File: src/sv/rgb_unp_pkg.sv
// ----------------------------------------------------------------------------
// RGB666 readback unpacker package
// Shared types and constants for the readback pixel unpacker.
// ----------------------------------------------------------------------------
package rgb_unp_pkg;

  // Width of the pixel countdown. The start count is sized to this width.
  localparam int unsigned CountWidth   = 17;
  localparam int unsigned InCountWidth = 17;
  localparam int unsigned WordWidth    = 16;
  localparam int unsigned PixelWidth   = 16;
  // pixel_count and bus_word packed back to back, padded to whole bytes.
  localparam int unsigned InDataWidth  =
      ((InCountWidth + WordWidth + 7) / 8) * 8;

  typedef enum logic {
    ActStart = 1'b0,
    ActData  = 1'b1
  } action_e;

  typedef enum logic [1:0] {
    PhaseDummy = 2'd0,
    PhaseOne   = 2'd1,
    PhaseTwo   = 2'd2,
    PhaseThree = 2'd3
  } phase_e;

  typedef struct packed {
    action_e                 action;
    logic [InCountWidth-1:0] pixel_count;
    logic [WordWidth-1:0]    bus_word;
  } item_t;

  // Input register contents as seen by the unpacking stage.
  typedef struct packed {
    logic  valid;
    item_t item;
  } stage_t;

endpackage

File: src/sv/rgb_unp_in_reg.sv
// ----------------------------------------------------------------------------
// RGB666 readback unpacker input register
// Holds one accepted beat until the unpacking stage takes it.
// ----------------------------------------------------------------------------
module rgb_unp_in_reg (
  input  logic               clk_i,
  input  logic               rst_ni,
  input  logic               s_valid_i,
  output logic               s_ready_o,
  input  rgb_unp_pkg::item_t s_item_i,
  input  logic               take_i,
  output rgb_unp_pkg::stage_t stage_o
);
  import rgb_unp_pkg::*;

  logic  valid_d, valid_q;
  item_t item_q;

  // The register frees up in the same cycle that its beat is taken.
  assign s_ready_o = !valid_q || take_i;

  always_comb begin
    valid_d = valid_q && !take_i;
    if (s_valid_i && s_ready_o) begin
      valid_d = 1'b1;
    end
  end

  always_ff @(posedge clk_i or negedge rst_ni) begin
    if (!rst_ni) begin
      valid_q <= 1'b0;
    end else begin
      valid_q <= valid_d;
    end
  end

  always_ff @(posedge clk_i) begin
    if (s_valid_i && s_ready_o) begin
      item_q <= s_item_i;
    end
  end

  assign stage_o.valid = valid_q;
  assign stage_o.item  = item_q;

endmodule

File: src/sv/rgb_unp_core.sv
// ----------------------------------------------------------------------------
// RGB666 readback unpacker core
// Tracks the word sequence and pixel count and registers finished pixels.
// ----------------------------------------------------------------------------
module rgb_unp_core (
  input  logic                                clk_i,
  input  logic                                rst_ni,
  input  rgb_unp_pkg::stage_t                 stage_i,
  output logic                                take_o,
  output logic                                m_valid_o,
  input  logic                                m_ready_i,
  output logic [rgb_unp_pkg::PixelWidth-1:0]  m_pixel_o,
  output logic                                m_last_o,
  output logic                                left_zero_o
);
  import rgb_unp_pkg::*;

  logic [CountWidth-1:0] left_d, left_q;
  phase_e                phase_d, phase_q;
  logic [WordWidth-1:0]  held_d, held_q;
  logic                  out_valid_d, out_valid_q;
  logic [PixelWidth-1:0] pix_d, pix_q;
  logic                  last_d, last_q;
  logic                  produce;
  logic [WordWidth-1:0]  word;

  assign word = stage_i.item.bus_word;

  // A beat moves on whenever the result register can be loaded.
  assign take_o = stage_i.valid && (!out_valid_q || m_ready_i);

  always_comb begin
    left_d      = left_q;
    phase_d     = phase_q;
    held_d      = held_q;
    pix_d       = pix_q;
    last_d      = last_q;
    produce     = 1'b0;
    out_valid_d = out_valid_q && !m_ready_i;
    if (take_o) begin
      if (stage_i.item.action == ActStart) begin
        left_d  = CountWidth'(stage_i.item.pixel_count);
        phase_d = PhaseDummy;
        held_d  = '0;
      end else if (left_q != '0) begin
        unique case (phase_q)
          PhaseDummy: begin
            phase_d = PhaseOne;
          end
          PhaseOne: begin
            held_d  = word;
            phase_d = PhaseTwo;
          end
          PhaseTwo: begin
            // Red and green from the held word, blue from this one.
            pix_d   = {held_q[15:11], held_q[7:2], word[15:11]};
            held_d  = word;
            phase_d = PhaseThree;
            produce = 1'b1;
          end
          PhaseThree: begin
            // Red from the held word, green and blue from this one.
            pix_d   = {held_q[7:3], word[15:10], word[7:3]};
            phase_d = PhaseOne;
            produce = 1'b1;
          end
          default: begin
            phase_d = PhaseDummy;
          end
        endcase
      end
    end
    if (produce) begin
      left_d      = left_q - CountWidth'(1);
      last_d      = (left_q == CountWidth'(1));
      out_valid_d = 1'b1;
    end
  end

  always_ff @(posedge clk_i or negedge rst_ni) begin
    if (!rst_ni) begin
      left_q      <= '0;
      phase_q     <= PhaseDummy;
      held_q      <= '0;
      out_valid_q <= 1'b0;
    end else begin
      left_q      <= left_d;
      phase_q     <= phase_d;
      held_q      <= held_d;
      out_valid_q <= out_valid_d;
    end
  end

  always_ff @(posedge clk_i) begin
    pix_q  <= pix_d;
    last_q <= last_d;
  end

  assign m_valid_o   = out_valid_q;
  assign m_pixel_o   = pix_q;
  assign m_last_o    = last_q;
  assign left_zero_o = (left_q == '0);

endmodule

File: src/sv/readback_rgb666_to_rgb565_unpacker_top.sv
// ----------------------------------------------------------------------------
// RGB666 readback to RGB565 unpacker
// Turns 16-bit words read back from an 18-bit color panel into RGB565 pixels.
// ----------------------------------------------------------------------------
// A beat with tuser low starts a read and loads the pixel count from
// tdata[16:0]; a beat with tuser high carries one bus word in tdata[32:17].
// After a start the first data word is a dummy and is dropped. From then on
// every three words give two pixels: the first pixel is completed by the
// second word and the second pixel by the third word, so a pixel leaves on the
// data beat that completes it and tlast marks the final pixel of the read.
// Data words that arrive once the count has run out, or after a start with a
// count of zero, are dropped without effect. A new start abandons any read in
// progress. The block takes one beat every cycle unless the output stalls: a
// beat is held in the input register and the unpacking logic writes its pixel
// into the output register, from which the pixel is offered to the receiver.
// The input ready follows the output ready through the unpacking stage: when
// the input register holds a beat and the output register holds a pixel that
// is not being taken, the input side stalls in that same cycle. Every beat,
// including one that makes no pixel, waits until the output register is free.
// ----------------------------------------------------------------------------
module readback_rgb666_to_rgb565_unpacker_top (
  input  logic                                 clk_i,
  input  logic                                 rst_ni,
  input  logic                                 s_axis_tvalid,
  output logic                                 s_axis_tready,
  // Fields from bit 0 up: pixel_count[16:0], bus_word[32:17], zero pad.
  input  logic [rgb_unp_pkg::InDataWidth-1:0]  s_axis_tdata,
  // Field: action (0 start, 1 data word).
  input  logic                                 s_axis_tuser,
  output logic                                 m_axis_tvalid,
  input  logic                                 m_axis_tready,
  // Field: pixel_rgb565[15:0] (red 15:11, green 10:5, blue 4:0).
  output logic [rgb_unp_pkg::PixelWidth-1:0]   m_axis_tdata,
  // Field: last_pixel.
  output logic                                 m_axis_tlast
);
  import rgb_unp_pkg::*;

  item_t  s_item;
  stage_t stage;
  logic   take;
  logic   left_zero;

  assign s_item.action      = action_e'(s_axis_tuser);
  assign s_item.pixel_count = s_axis_tdata[InCountWidth-1:0];
  assign s_item.bus_word    = s_axis_tdata[InCountWidth+WordWidth-1:InCountWidth];

  rgb_unp_in_reg u_in_reg (
    .clk_i     (clk_i),
    .rst_ni    (rst_ni),
    .s_valid_i (s_axis_tvalid),
    .s_ready_o (s_axis_tready),
    .s_item_i  (s_item),
    .take_i    (take),
    .stage_o   (stage)
  );

  rgb_unp_core u_core (
    .clk_i       (clk_i),
    .rst_ni      (rst_ni),
    .stage_i     (stage),
    .take_o      (take),
    .m_valid_o   (m_axis_tvalid),
    .m_ready_i   (m_axis_tready),
    .m_pixel_o   (m_axis_tdata),
    .m_last_o    (m_axis_tlast),
    .left_zero_o (left_zero)
  );

  // The input side only stalls when both registers hold a beat and the
  // output is blocked.
  a_stall_cause : assert property (@(posedge clk_i) disable iff (!rst_ni)
    !s_axis_tready |-> stage.valid && m_axis_tvalid && !m_axis_tready)
    else $error("input stalled without a blocked output");

  // While the final pixel of a read is on offer the countdown is exhausted.
  a_last_count : assert property (@(posedge clk_i) disable iff (!rst_ni)
    m_axis_tvalid && m_axis_tlast |-> left_zero)
    else $error("last pixel shown while pixels remain");

  // A beat is only taken out of the input register when one is there.
  a_take_valid : assert property (@(posedge clk_i) disable iff (!rst_ni)
    take |-> stage.valid)
    else $error("empty input register consumed");

endmodule
File: config.mk
export PLATFORM = sky130hd
export DESIGN_NAME = readback_rgb666_to_rgb565_unpacker_top
export DESIGN_NICKNAME = d
export VERILOG_FILES = /design/src/sv/rgb_unp_pkg.sv /design/src/sv/rgb_unp_in_reg.sv /design/src/sv/rgb_unp_core.sv /design/src/sv/readback_rgb666_to_rgb565_unpacker_top.sv
export SDC_FILE = /design/constraint.sdc
export NUM_CORES = 1
export LEC_CHECK = 0
export CAP_MARGIN = 10
export CORE_MARGIN = 2
export CORE_UTILIZATION = 45
export CTS_CLUSTER_DIAMETER = 60
export DETAILED_ROUTE_END_ITERATION = 12
export DONT_BUFFER_PORTS = 1
export GPL_ROUTABILITY_DRIVEN = 0
export PLACE_DENSITY = 0.67
export SETUP_SLACK_MARGIN = 0.3
export SLEW_MARGIN = 25
export SYNTH_ARGS = -nofsm -noshare
export SYNTH_HDL_FRONTEND = slang
export SYNTH_SLANG_ARGS = --single-unit
File: constraint.sdc
create_clock -name clk_i -period 2.2 [get_ports clk_i]
set_input_delay 0.44 -clock clk_i [delete_from_list [all_inputs] [get_ports clk_i]]
set_output_delay 0.44 -clock clk_i [all_outputs]
set_load 0.05 [all_outputs]
======== Word level (Yosys, flattened, before mapping) ========
Index checks and enable logic that the tools add are counted.
cells by class
  reduce and logical (&&, ||, !) cells .... 21
  add/subtract/negate cells ............... 1
  eq/ne operators ......................... 7
  mux-type cells .......................... 16
operator list
  kind                                                   number
  two-way mux 17 bit                                     3
  two-way mux 16 bit                                     3
  case mux 16 bit (2 select lines)                       1
  equality test 17 x 1 -> 1 bit, second input constant   1
  nonzero test 17 bit                                    1
  subtractor 17 x 1 -> 17 bit, second input constant     1
  two-way mux 1 bit                                      6
  case mux 2 bit (3 select lines)                        1
  OR reduction 2 bit                                     3
  equality test 2 bit, second input constant             2
  logical AND 1 bit                                      4
  logical NOT 1 bit                                      4
  two-way mux 2 bit                                      2
  inequality test 2 x 1 -> 1 bit, second input constant  2
  AND reduction 2 bit                                    2
  AND reduction 4 bit                                    1
  nonzero test 2 bit                                     2
  AND reduction 3 bit                                    1
  equality test 2 x 1 -> 1 bit, second input constant    1
  logical NOT 2 bit                                      1
  logical OR 1 bit                                       2
  inequality test 2 bit, second input constant           1
word-level totals
  register bits after elaboration ......... 88
  input bits .............................. 45
  output and inout port bits .............. 19
  logic and storage cells ................. 55

======== Longest topological paths before layout ========
  depth after elaboration ................. 8
  mapped depth ............................ 9
  depth with buffers taken out ............ 8

======== Hierarchy ========
From an unflattened synthesis, not the netlist that was laid out.
second synthesis, totals
  cell total of the unflattened synthesis .. 257
  area total of the unflattened synthesis .. 3661.0 um^2
modules (own cells, without submodules)
  module          instances  cells each  sequential area each (um^2)  area an instance (um^2)
  rgb_unp_core    1          218         1286.2                       2578.7
  rgb_unp_in_reg  1          39          1046.0                       1082.3

======== Least setup slack after synthesis ========
OpenSTA, ideal clock, no wires.
  path kind ............................... reg-to-reg
  start point ............................. reg u_core.out_valid_q (netlist: u_core.m_valid_o)
  end point ............................... reg u_core.pix_q[0] (netlist: u_core.m_pixel_o[0]) (enable)
  library setup time ...................... 368 ps
  setup slack ............................. -275 ps
  period minus slack after synthesis ...... 2475 ps
  required time ........................... 1832 ps
  path buffers ............................ 1
  stages on the path, launching flop included .. 7
  arrival time ............................ 2108 ps
  cells stage by stage .................... dfrtp_1 nor2b_1 or3_1 clkbuf_1 a31oi_2 nand2_1 inv_1
between the ends
  word-level cells in the longest chain between the ends .. 4
ends and longest elaborated chain
  item                                  line                source
  from (decl)                           rgb_unp_core.sv:21  logic out_valid_d, out_valid_q;
  from (signal assigned)                rgb_unp_core.sv:90  out_valid_q <= out_valid_d;
  logical NOT 1 bit                     rgb_unp_core.sv:30  assign take_o = stage_i.valid && (!out_valid_q || m_ready_i);
  logical OR 1 bit                      rgb_unp_core.sv:30
  logical AND 1 bit                     rgb_unp_core.sv:30
  AND reduction 4 bit (no source line)  n/a
  to (signal assigned)                  rgb_unp_core.sv:95  pix_q <= pix_d;
  to (decl)                             rgb_unp_core.sv:22  logic [PixelWidth-1:0] pix_d, pix_q;
No other way between the ends.
A chain may end at the register's enable or synchronous reset.

======== Worst setup path after layout ========
  start point ............................. reg u_core.left_q[2]
  end point ............................... reg u_core.left_q[7]
between the ends
  word-level cells in the longest chain between the ends .. 6
  elaborated cells between the ends (all ways) .. 9
  those cells by class .................... add/sub: 1; eq/ne: 1; mux: 4; reduce/logical: 3
ends and longest elaborated chain
  item                                                                                 line                source
  from (decl)                                                                          rgb_unp_core.sv:18  logic [CountWidth-1:0] left_d, left_q;
  from (signal assigned)                                                               rgb_unp_core.sv:87  left_q <= left_d;
  parallel branches: the longest is 6 deep, another holds subtractor 17 x 1 -> 17 bit  n/a
Parallel ways; which one is timed is not known.

==> summary.txt <==
Crit path DAT = 2.36 ns
Core ar. = 7370 um^2
Max clock buf depth = 2
I/O pins = 64
Netlist Area Pre-Place = 3460 um^2
CTS tree = yes
Clk_skew = 0.0114 ns
Setup crit end kind = register
Unique masters post-synth = 50
Placed Cells = 357
Crit Path Max Fanout = 7
Lkg Pwr = 0.00165 uW
1st-pass router iterations = 4
RSZ-0062 raised after global routing = yes
Synth warn = 0
Asr flop ratio synth = 0.405
Die Y = 91.7 um
Initial DRC count = 147
Pins over their slew limit = 0
Fmax achieved = 474 MHz
TritonCTS Buffers = 9
EDFF count, synth = 47
Drt via density = 5.68
Final setup margin = 0.0887 ns
Tmin final = 2.11 ns
Hpwl dp = 4410 um
Final setup fails = 0
VDD IR max = 474 uV
GRT Util Overall = 0.182
Initial antenna violation count = 0
Final Hold Slack = 0.179 ns
DRC Markers = 0
Largest net degree at the start of global routing = 33
Synth Area in Simple Gates = 0.137
Top FF cell, synth = edfxtp_1
Post-synthesis adder-cell area fraction = 0.0217
GRT overflow = 0
Fin nets = 338
Synth top area share = 0.408
Setup TNS = 0 ns
Worst Setup Start Kind = register
Root Driver = clkbuf_8
Syn_nets = 303
Required time of the critical path = 2.45 ns
Power per Cell Area = 1010 nW/um^2
Rows = 31
#FFs+latches synth = 79
Fin crit share = 0.960
Vias in the first global route = 2265
First-pass GRT wire length = 11900 um
Worst min-delay path class = in2reg
Slew @ Worst Pin = 0.522 ns
Total Routed Length = 7320 um
Finished Layout Cells = 391
Pre-CTS setup slack = -0.0208 ns
WS Path Type = reg2reg
Avg WL per Cell = 18.7 um
Sink Count = 79
Mean Syn Cell Area = 13.7 um^2
Largest family of logic cells by synthesized area = simple AND/OR/NAND/NOR gates
IO buf count = 0
Area contributors post-synth = edfxtp_1 41%, dfrtp_1 23%, mux2_2 5.2%
Slew headroom = 0.651
Starting Density = 0.470
Syn Inst Count = 252
Later-pin clock latency in the skew report = 0.35 ns
Largest area contributor in the netlist = edfxtp_1
Post-synthesis mux area share = 0.0636
H-tree Lvls = 3
Layout cells sized above 1 = 0.363
Vias = 2221
Xor and xnor fraction of the mapped netlist area = 0
Compound-cell area share of the yosys netlist = 0.113
Status = completed
Post-route cell area = 4300 um^2
FILL cells = 586
Die area = 8410 um^2
MaxCap Viol Count = 0
Post-DP Area = 3710 um^2
Ant. Diodes = 0
Hold Vio Cnt, Final = 0
DIE WIDTH = 91.7 um
Clock slew at reported path FFs = 0.09 ns
ANT nets after route = 0
Syn-to-layout area delta = 24.0%
Seq/Total Area, Yosys = 0.639
## metal layers
layer | global-route usage | share of wire
met5 | 0 | 0
met4 | 0.0498 | 0.0081
met3 | 0.0452 | 0.041
met2 | 0.294 | 0.50
met1 | 0.248 | 0.46
## final timing paths
kind	startpoint	endpoint	slack [ns]	cells past startpoint
worst max-delay path	u_core.left_q[2]$_DFFE_PN0P_	u_core.left_q[7]$_DFFE_PN0P_	0.09	6
worst min-delay path	s_axis_tdata[13]	u_in_reg.stage_o[29]$_DFFE_PP_	0.18	0
worst max register to register	u_core.left_q[2]$_DFFE_PN0P_	u_core.left_q[7]$_DFFE_PN0P_	0.09	6
worst min register to register	u_in_reg.stage_o[20]$_DFFE_PP_	u_core.left_q[4]$_DFFE_PN0P_	0.49	1
max in group asynchronous	rst_ni	u_core.m_valid_o$_DFF_PN0_	1.47	2
min in group asynchronous	rst_ni	u_core.left_q[12]$_DFFE_PN0P_	0.53	2
## area by class of cell
cell class                      instances  area, um^2  share of cell area
Multi-Input combinational cell        155        1340               0.312
Timing Repair Buffer                   35         352              0.0819
Tap cell                               99         124              0.0288
Clock buffer                           10         128              0.0297
Clock inverter                          6         108              0.0251
Sequential cell                        79        2210               0.515
Inverter                                7        30.0             0.00699
## stage by stage
step           total power (uW)  utilization
2_1_floorplan              2640            -
3_3_place_gp               2820        0.503
3_5_place_dp               2850        0.503
4_1_cts                    4260        0.566
5_1_grt                    4520        0.583
6_report                   4330        0.583
## cell usage in the layout (no fill, tap or decap), types with 3 or more instances in the layout
| cell | n |
|---|---|
| edfxtp_1 | 47 |
| dfrtp_1 | 31 |
| buf_4 | 24 |
| mux2_2 | 16 |
| nor2_1 | 13 |
| a22o_1 | 12 |
| nand2_1 | 11 |
| clkbuf_8 | 9 |
| nor3_1 | 6 |
| buf_6 | 5 |
| inv_1 | 4 |
| and3_1 | 4 |
| nand3_1 | 4 |
| nor3_4 | 4 |
| mux2i_1 | 4 |
| ha_1 | 4 |
| nor3_2 | 3 |
| nand2b_1 | 3 |
| nand4b_1 | 3 |
| a31oi_1 | 3 |
| nor4_1 | 3 |
| o21ai_1 | 3 |
| a211oi_2 | 3 |
| bufinv_16 | 3 |
## worst max-delay path: stages, from the launching register on
cell and delay, ns:
dfrtp_1 0.39, or4_4 0.59, or2_4 0.33, o31ai_4 0.25, buf_4 0.18, nor3_2 0.04, a211oi_1 0.24
## what timing repair did
| item | CTS | global route |
|---|---|---|
| cloned | 2 | 1 |
| buffers inserted | 9 | 4 |
| setup endpoints to repair | 45 | 47 |
| resized for setup | 24 | 18 |
| hold buffers | 2 | 0 |
| hold endpoints to repair | 32 | 0 |
| pin swaps | 10 | 7 |
## cells in the mapped netlist, drive strengths merged, types with 3 or more instances
library cell	instances
a21oi	5
mux2	16
inv	7
nand2b	3
nor2	15
nor4b	4
nor3	13
mux2i	4
a22o	12
ha	6
o31ai	4
or2	3
or3	3
a211oi	5
a31oi	4
clkbuf	7
o22ai	3
o21ai	3
nor4	4
dfrtp	32
edfxtp	47
and2	3
buf	4
nand2	13
and3	5
nand4b	3
nand3	4
## cells by family after synthesis
| kind of cell | after synthesis |
|---|---|
| compound gates | 49 |
| fa+ha+maj | 6 |
| buf+inv | 18 |
| flops | 79 |
| mux | 20 |
| simple gates | 80 |
## power breakdown
group          switching [uW]  internal [uW]
sequential                248           1840
combinational             494            477
clock                     519            753
total                    1260           3070
## registers in the layout (all words and copies together) (netlist names)
name / flops
u_core.m_valid_o: 1
u_core.m_pixel_o: 16
u_in_reg.valid_q: 1
u_core.phase_q: 2
u_core.m_last_o: 1
u_core.left_q: 17
u_core.held_q: 11
u_in_reg.stage_o: 30
No activity file was read; power rests on OpenSTA's default activity.
